## src/design/mcd_pkg.sv

```systemverilog
// Shared types and constants for the motion continuity detector.
// No dependencies; imported by every module of the block but the checker.
`timescale 1ns / 1ps
`default_nettype none
package mcd_pkg;

	localparam int SENSOR_COUNT_DEF = 8;
	localparam int ID_W             = 3;
	localparam int TIME_W           = 32;
	localparam logic [TIME_W-1:0] TIMEOUT_RST = 32'd30000;

	// One channel's stored state; a time of zero means unset.
	typedef struct packed {
		logic              level;
		logic [TIME_W-1:0] idle_start;
		logic [TIME_W-1:0] idle_end;
		logic [TIME_W-1:0] active_start;
	} chan_state_t;

	typedef struct packed {
		logic        hit;
		chan_state_t next;
	} upd_res_t;

endpackage
`default_nettype wire

```

## src/design/motion_continuity_detector.sv

```systemverilog
// A result is registered into the output register when its beat leaves the
// stage-1 register. Throughput: one beat per cycle unless the output stalls;
// each beat reads its channel from the state memory and writes it back as it
// leaves stage 1; a forward register covers a read that lands on the same
// edge as the write of the same channel. Reset: all channels read as zero at
// once (per-entry written bits), timeout returns to 30000 ms; no clearing pass.
`timescale 1ns / 1ps
`default_nettype none
module motion_continuity_detector #(
	parameter int SENSOR_COUNT = mcd_pkg::SENSOR_COUNT_DEF
) (
	input  wire                         clk,
	input  wire                         arst_n,
	input  wire                         cfg_wr_en,
	input  wire  [mcd_pkg::TIME_W-1:0]  cfg_wr_data,
	input  wire                         in_valid,
	output logic                        in_ready,
	input  wire  [mcd_pkg::ID_W-1:0]    sensor_id,
	input  wire                         fired,
	input  wire  [mcd_pkg::TIME_W-1:0]  now_ms,
	output logic                        out_valid,
	input  wire                         out_ready,
	output logic                        continue_active
);
	import mcd_pkg::*;

	localparam int ADDR_W = (SENSOR_COUNT > 1) ? $clog2(SENSOR_COUNT) : 1;

	logic [TIME_W-1:0]   timeout_q;
	logic [ADDR_W+ID_W-1:0] id_wide;
	logic [ADDR_W-1:0]   addr_in;
	logic                id_ok_in;
	logic                accept;
	logic                adv;

	logic                vld_s1;
	logic                id_ok_s1;
	logic [ADDR_W-1:0]   addr_s1;
	logic                fired_s1;
	logic [TIME_W-1:0]   now_s1;

	logic                fwd_vld_q;
	logic [ADDR_W-1:0]   fwd_addr_q;
	chan_state_t         fwd_data_q;

	chan_state_t         rd_data;
	chan_state_t         cur;
	upd_res_t            upd;

	logic                out_valid_q;
	logic                cont_q;

	assign id_wide  = (ADDR_W+ID_W)'(sensor_id);
	assign addr_in  = id_wide[ADDR_W-1:0];
	assign id_ok_in = (32'(sensor_id) < 32'(SENSOR_COUNT));

	assign adv      = vld_s1 && (!out_valid_q || out_ready);
	assign in_ready = !vld_s1 || adv;
	assign accept   = in_valid && in_ready;

	always_ff @(posedge clk or negedge arst_n) begin
		if (!arst_n) begin
			timeout_q <= TIMEOUT_RST;
		end else if (cfg_wr_en) begin
			timeout_q <= cfg_wr_data;
		end
	end

	mcd_state_ram #(
		.DEPTH  (SENSOR_COUNT),
		.ADDR_W (ADDR_W)
	) u_ram (
		.clk     (clk),
		.arst_n  (arst_n),
		.rd_en   (accept),
		.rd_addr (addr_in),
		.rd_data (rd_data),
		.wr_en   (adv && id_ok_s1),
		.wr_addr (addr_s1),
		.wr_data (upd.next)
	);

	// the last write always matches memory, so a hit on it is always safe
	assign cur = (fwd_vld_q && (fwd_addr_q == addr_s1)) ? fwd_data_q : rd_data;

	mcd_update u_upd (
		.cur     (cur),
		.fired   (fired_s1),
		.now_ms  (now_s1),
		.timeout (timeout_q),
		.res     (upd)
	);

	always_ff @(posedge clk or negedge arst_n) begin
		if (!arst_n) begin
			vld_s1      <= 1'b0;
			fwd_vld_q   <= 1'b0;
			out_valid_q <= 1'b0;
		end else begin
			if (accept) begin
				vld_s1 <= 1'b1;
			end else if (adv) begin
				vld_s1 <= 1'b0;
			end
			if (adv && id_ok_s1) begin
				fwd_vld_q <= 1'b1;
			end
			if (adv) begin
				out_valid_q <= 1'b1;
			end else if (out_ready) begin
				out_valid_q <= 1'b0;
			end
		end
	end

	always_ff @(posedge clk) begin
		if (accept) begin
			id_ok_s1 <= id_ok_in;
			addr_s1  <= addr_in;
			fired_s1 <= fired;
			now_s1   <= now_ms;
		end
		if (adv && id_ok_s1) begin
			fwd_addr_q <= addr_s1;
			fwd_data_q <= upd.next;
		end
		if (adv) begin
			cont_q <= id_ok_s1 && upd.hit;
		end
	end

	assign out_valid       = out_valid_q;
	assign continue_active = cont_q;

endmodule
`default_nettype wire

```

## src/design/mcd_state_ram.sv

```systemverilog
// Per-channel state memory: one write and one registered read per cycle.
// Entries never written since reset read as zero. Depends on mcd_pkg.
`timescale 1ns / 1ps
`default_nettype none
module mcd_state_ram #(
	parameter int DEPTH  = mcd_pkg::SENSOR_COUNT_DEF,
	parameter int ADDR_W = 3
) (
	input  wire                       clk,
	input  wire                       arst_n,
	input  wire                       rd_en,
	input  wire  [ADDR_W-1:0]         rd_addr,
	output mcd_pkg::chan_state_t      rd_data,
	input  wire                       wr_en,
	input  wire  [ADDR_W-1:0]         wr_addr,
	input  wire mcd_pkg::chan_state_t wr_data
);
	import mcd_pkg::*;

	chan_state_t    mem [DEPTH];
	logic [DEPTH-1:0] written_q;
	chan_state_t    rd_word_q;
	logic           rd_written_q;

	always_ff @(posedge clk) begin
		if (wr_en) begin
			mem[wr_addr] <= wr_data;
		end
		if (rd_en) begin
			rd_word_q <= mem[rd_addr];
		end
	end

	always_ff @(posedge clk or negedge arst_n) begin
		if (!arst_n) begin
			written_q    <= '0;
			rd_written_q <= 1'b0;
		end else begin
			if (wr_en) begin
				written_q[wr_addr] <= 1'b1;
			end
			if (rd_en) begin
				rd_written_q <= written_q[rd_addr];
			end
		end
	end

	assign rd_data = rd_written_q ? rd_word_q : '0;

endmodule
`default_nettype wire

```

## src/design/mcd_update.sv

```systemverilog
// Next-state and hit logic for one channel sample.
// Depends on mcd_pkg for the channel state types.
`timescale 1ns / 1ps
`default_nettype none
module mcd_update (
	input  wire mcd_pkg::chan_state_t   cur,
	input  wire                         fired,
	input  wire  [mcd_pkg::TIME_W-1:0]  now_ms,
	input  wire  [mcd_pkg::TIME_W-1:0]  timeout,
	output mcd_pkg::upd_res_t           res
);
	import mcd_pkg::*;

	chan_state_t       st;
	logic [TIME_W-1:0] idle_gap;
	logic [TIME_W-1:0] active_age;
	logic              hit;

	always_comb begin
		st = cur;
		if (cur.level != fired) begin
			st.level = fired;
			if (fired) begin
				st.idle_end     = now_ms;
				st.active_start = now_ms;
			end else begin
				st.idle_start   = now_ms;
				st.idle_end     = '0;
				st.active_start = '0;
			end
		end
		idle_gap   = st.idle_end - st.idle_start;
		active_age = now_ms - st.active_start;
		hit = ((st.idle_end != '0) && (idle_gap < timeout)) ||
		      ((st.active_start != '0) && (active_age > timeout));
		res.hit  = hit;
		res.next = st;
		// drop all three times once activity is reported
		if (hit) begin
			res.next.idle_start   = '0;
			res.next.idle_end     = '0;
			res.next.active_start = '0;
		end
	end

endmodule
`default_nettype wire

```

## config.mk

```make
export PLATFORM = sky130hd
export DESIGN_NAME = motion_continuity_detector
export DESIGN_NICKNAME = d
export VERILOG_FILES = /design/src/design/mcd_pkg.sv /design/src/design/motion_continuity_detector.sv /design/src/design/mcd_state_ram.sv /design/src/design/mcd_update.sv
export SDC_FILE = /design/constraint.sdc
export NUM_CORES = 1
export LEC_CHECK = 0
export BUFFER_PORTS_ARGS = -buffer_cell sky130_fd_sc_hd__buf_2
export CAP_MARGIN = 15
export CORE_MARGIN = 2
export CORE_UTILIZATION = 35
export DETAILED_ROUTE_END_ITERATION = 7
export GPL_TIMING_DRIVEN = 0
export PLACE_DENSITY = 0.49
export SYNTH_ARGS = -nofsm -noshare
export SYNTH_HDL_FRONTEND = slang
export SYNTH_HIERARCHICAL = 1
export SYNTH_SLANG_ARGS = --single-unit
```

## constraint.sdc

```tcl
create_clock -name clk -period 25 [get_ports clk]
set_clock_uncertainty 0.05 [all_clocks]
set_input_delay 5 -clock clk [delete_from_list [all_inputs] [get_ports clk]]
set_output_delay 5 -clock clk [all_outputs]
set_load 0.005 [all_outputs]
```

; ---- Yosys cells after proc, flatten, opt, wreduce, memory -nomap -nowiden
; Memories as Yosys holds them, arrays and structs flattened. A register that Yosys moved wholly into a read port is not among the register bits.
; Cells that the tools add are included.
[op_classes]
n_lt_le_gt_ge = 5
eq_ne = 2
n_mux = 16
n_reduce_logical = 15
bitwise = 1
add_sub_neg = 2
[op_table]
columns = op, n
row1 = $mux W97, 3
row2 = $mux W96, 1
row3 = $mux W64, 1
row4 = $reduce_bool A32 Y1, 2
row5 = $sub A32 B32 Y32, 2
row6 = $gt A32 B32 Y1, 1
row7 = $lt A32 B32 Y1, 1
row8 = $mux W32, 1
row9 = $lt A3 B4 Y1 const B, 2
row10 = $mux W1, 8
row11 = $or A8 B8 Y8, 1
row12 = $logic_and A1 B1 Y1, 6
row13 = $reduce_bool A2 Y1, 2
row14 = $bmux W1 S3, 1
row15 = $demux W1 S3, 1
row16 = $eq A3 B3 Y1, 1
row17 = $ge A3 B1 Y1 const B, 1
row18 = $logic_or A1 B1 Y1, 3
row19 = $logic_not A1 Y1, 2
row20 = $ne A1 B1 Y1, 1
[totals]
input_bits = 73
out_inout_bits = 3
n_memories = 1
regBits = 181
ramBits = 776
word_cells = 57
[mem_list]
columns = name, depth, width, read_ports, rd_clocked_by_memory_dff, wr, line_no
row1 = u_ram.mem, 8, 97, 1, 1, 1, mcd_state_ram.sv:20  ; chan_state_t mem [DEPTH];

; ---- Logic depth before layout (Yosys ltp)
[depth]
ltp_word = 10
depth_mapped = 36
mapped_depth_nobuf = 29

; ---- Hierarchy
; The synthesis kept the hierarchy.
[modules_own_cells]
columns = module, seq_area_each_um2, area_per_inst_um2, n_inst, cells_each
row1 = mcd_state_ram, 26440.4, 33069.2, 1, 1363
row2 = motion_continuity_detector, 4998.5, 6616.3, 1, 326
row3 = mcd_update, 0.0, 6279.8, 1, 880

; ---- Worst setup path after synthesis
; OpenSTA, ideal clock, no wires.
[synth_timing]
kind = input to register
from = input out_ready
to = register u_ram.written_q[1]
stages = 5
setup_ns = 0.106
path_buffers = 0
path_slack_ns = 9.573
t_required_ns = 24.844
arrival_time_ns = 15.271
cell_sequence = nand2b_1 -> and2_1 -> nand2_1 -> nor3_1 -> or2_2
[synth_between]
elab_chain_cells = 2
[synth_rtl]
columns = item, line_no
row1 = from (decl), motion_continuity_detector.sv:22  ; input wire out_ready,
row2 = $logic_or A1 B1 Y1, motion_continuity_detector.sv:57  ; assign adv = vld_s1 && (!out_valid_q || out_ready);
row3 = $logic_and A1 B1 Y1, motion_continuity_detector.sv:57
row4 = via adv, motion_continuity_detector.sv:34  ; logic adv;
row5 = to (signal assigned), mcd_state_ram.sv:36  ; written_q <= '0;
row6 = "to (signal, indexed assignment)", mcd_state_ram.sv:40  ; written_q[wr_addr] <= 1'b1;
row7 = to (decl), mcd_state_ram.sv:21  ; logic [DEPTH-1:0] written_q;
; The timed path passes the listed nets, and every way through them passes these cells.
; A chain may end at the register's enable or synchronous reset.

==> out/results.ini <==
[worst_setup_path]
critPathLaunchType=flop
timing.critical_path.max_delay_family=compound AO/OA/AOI/OAI gates
timing.critical_path.slowest_stage_cell=a2111oi_0
timing.critical_path.fanout_max=10
reg2reg_slack_ns=12.71
critPathBufInv=5
critical_path_class=reg2reg
library_cell_appearing_most_often_on_the_critical_path=a21o_1
critical_path_arrival_ns=12.55
capturing_element_type_of_the_critical_path=flop
worst_path_largest_cell_delay_ns=1.01
cp_data_required_time_ns=25.26

[timing]
final.setup.tns_ns=0
final.min_clock_period_ns=12.29
drv_slew=0
hold_viol_final=0
setup_viol=0
timing.fmax_ghz=0.0814
tightestPinTransition_ns=1.19
timing.max_slew.rel_slack_pct=18.9
rsz0062_at_grt=false
layout_worst_path_cycle_share_pct=49.2
timing.hold.ws_ns=0.415

[placed_design]
gp_routability_congestion=0.955
postPlaceCellArea_um2=49600
dp.final_hpwl_um=94200
numPortBuffers=74

[global_routing]
antenna_found_initial=7
grt_remaining_overflow=0
maximum_number_of_pins_on_one_net_before_global_route_repair=47
grt_pass1_vias=25926
grt_pass1_wl_um=191000
grt_use_total_pct=19.9

[clock_network]
clkSinkCount=1054
clock_latency_of_the_later_clocked_register_in_the_worst_skew_pair_ns=0.78
clk_pin_slew_worst_paths_ns=0.06
post_cts_buffers=0
clock_tree.htree_level_count=3
post_cts_resize_count=0
cts_buffers=112
cts_tree=built
holdBufCountCts=0
cts.path.max_buffers=3
clockRootBuffer=clkbuf_16

[die]
initial_utilization_pct=35.4
boundaryPins=76
chipWidth_um=366
core.rowCount=132
floorplan.core_area_um2=130000
die_h_um=366
design.die.area_um2=134000

[layout]
area_growth_pct=15.9
layout.nets=3022
finish.instance_area_um2=53300
layout.filler_cells=11689
drive_above_1_share_pct=26.7
antenna-diode-count=0
multi_input_area_um2=13800
area.sequential_um2=31400

[route]
detail_route.vias_per_cell=5.38
route.antenna.remaining_nets=0
remaining_drc_errors=0
wl_per_cell_um=28.7
detailroute.via_count=25058
route.final.wire_length_um=134000
drt_iter0_markers=2148
1st_pass_router_iterations=5

[run]
max_cap_viol_count=0

[logic_synthesis]
syn_area_per_cell_um2=17.9
netlist_instances=2569
netlist-cell-type-count=72
synth-edff-count=1010
synth_top_area_cell=edfxtp_1
ys_ff_latch=1054
top_cell_type_s_share_of_synthesized_area_pct=66.0
synth.yosys.seq_area_share_pct=68.4
syn_area_um2=46000
synth_async_sr_flop_share_pct=4.17
synthTopCellsByArea=edfxtp_1 66%, mux4_2 9.6%, mux2_2 4.8%
post_synth_top_flop=edfxtp_1
synth.yosys.warnings=6
mappedNetlistNets=2771

[power]
power_per_cell_area_nw_per_um2=103
ir_drop_uv=51.8
power.leakage_nw=18.3

[hold_path]
worst_min_delay_path_class=reg2reg

[run_status]
outcome=finished, final reports clean

[metrics by stage]
stage / setup slack, ns / instances / util [%] / total power, mW
6_report: 12.71 / 4655 / 41.0 / 5.49
5_1_grt: 12.53 / 4655 / 41.0 / 5.74
4_1_cts: 13.17 / 4655 / 41.0 / 5.51
3_5_place_dp: 13.24 / 4448 / 38.2 / 3.87
3_3_place_gp: -2.20 / 4385 / 37.3 / 3.82
2_1_floorplan: 9.57 / 2569 / - / 3.35
[cell usage in the layout (no fill, tap or decap), types with 45 or more instances in the layout]
| cell | n |
|---|---|
| edfxtp_1 | 1010 |
| mux2_2 | 197 |
| mux4_2 | 195 |
| ha_1 | 127 |
| clkbuf_16 | 112 |
| buf_2 | 104 |
| and2_1 | 101 |
| nor2_1 | 96 |
| a21oi_1 | 78 |
| clkbuf_1 | 75 |
| a21o_1 | 49 |
| nor2b_1 | 45 |
[cell type report]
type                            count  share of cell area, %
Sequential cell                  1054                   59.0
Multi-Input combinational cell   1357                   25.9
Tap cell                         1742                   4.09
Timing Repair Buffer              137                   2.68
Inverter                           43                  0.303
Buffer                            115                   1.18
Clock inverter                     65                   1.28
Clock buffer                      142                   5.55
[cell usage after synthesis (14+ instances only)]
| cell type | instances |
|---|---|
| nand4_1 | 24 |
| mux2_1 | 30 |
| and2_1 | 103 |
| o21ai_0 | 32 |
| a21o_1 | 49 |
| xnor2_1 | 41 |
| nor4_1 | 17 |
| nand2b_1 | 18 |
| dfrtp_1 | 37 |
| a22o_1 | 29 |
| nor3_1 | 17 |
| mux4_2 | 195 |
| xor2_1 | 20 |
| inv_1 | 43 |
| nand3_1 | 17 |
| edfxtp_1 | 1010 |
| clkbuf_1 | 49 |
| ha_1 | 127 |
| mux2i_1 | 35 |
| buf_6 | 16 |
| mux2_2 | 197 |
| buf_2 | 30 |
| nor2_1 | 102 |
| a22oi_1 | 30 |
| nand2_1 | 41 |
| a21oi_1 | 78 |
| nor2b_1 | 45 |
| buf_1 | 14 |
[worst paths after layout]
check,cells after the start,end,startpoint
max,31,u_ram/mem[3][9],addr_s1[2]
min,1,u_ram/written_q[4],u_ram/written_q[4]
max reg2reg,31,u_ram/mem[3][9],addr_s1[2]
min reg2reg,1,u_ram/written_q[4],u_ram/written_q[4]
max in group asynchronous,2,timeout_q[14],arst_n
min in group asynchronous,1,timeout_q[16],arst_n
[flip-flops by register name, summed over array words and instances (netlist names), 3 cells and up]
name / cells
u_ram/rd_word_q: 97
fwd_data_q: 97
now_s1: 32
u_ram/mem: 776
u_ram/written_q: 8
fwd_addr_q: 3
addr_s1: 3
timeout_q: 32
[layer usage]
metal / vias to the layer above / part of all wire, % / global-route usage (%) / routed length [µm]
li1: 10803 / - / - / -
met3: 190 / 5.4 / 3.58 / 7260
met1: 13309 / 46 / 28.1 / 61100
met4: 6 / 2.6 / 5.63 / 3490
met2: 750 / 46 / 31.3 / 61900
met5: - / 0.037 / 0 / 49
[power breakdown]
| part | internal (mW) | switching [mW] |
|---|---|---|
| logic | 0.510 | 0.976 |
| registers | 2.32 | 0.0533 |
| clock network | 0.925 | 0.706 |
[logic make-up after synthesis]
group / synth area share (%)
xor gates and xnor gates: 1.16
muxes: 15.9
buffers and inverters: 1.71
and+or+nand+nor: 4.91
DFF: 68.4
adders and majority gates: 3.54
AOI/OAI and AO/OA: 4.40
No activity file was read; power rests on OpenSTA's default activity.
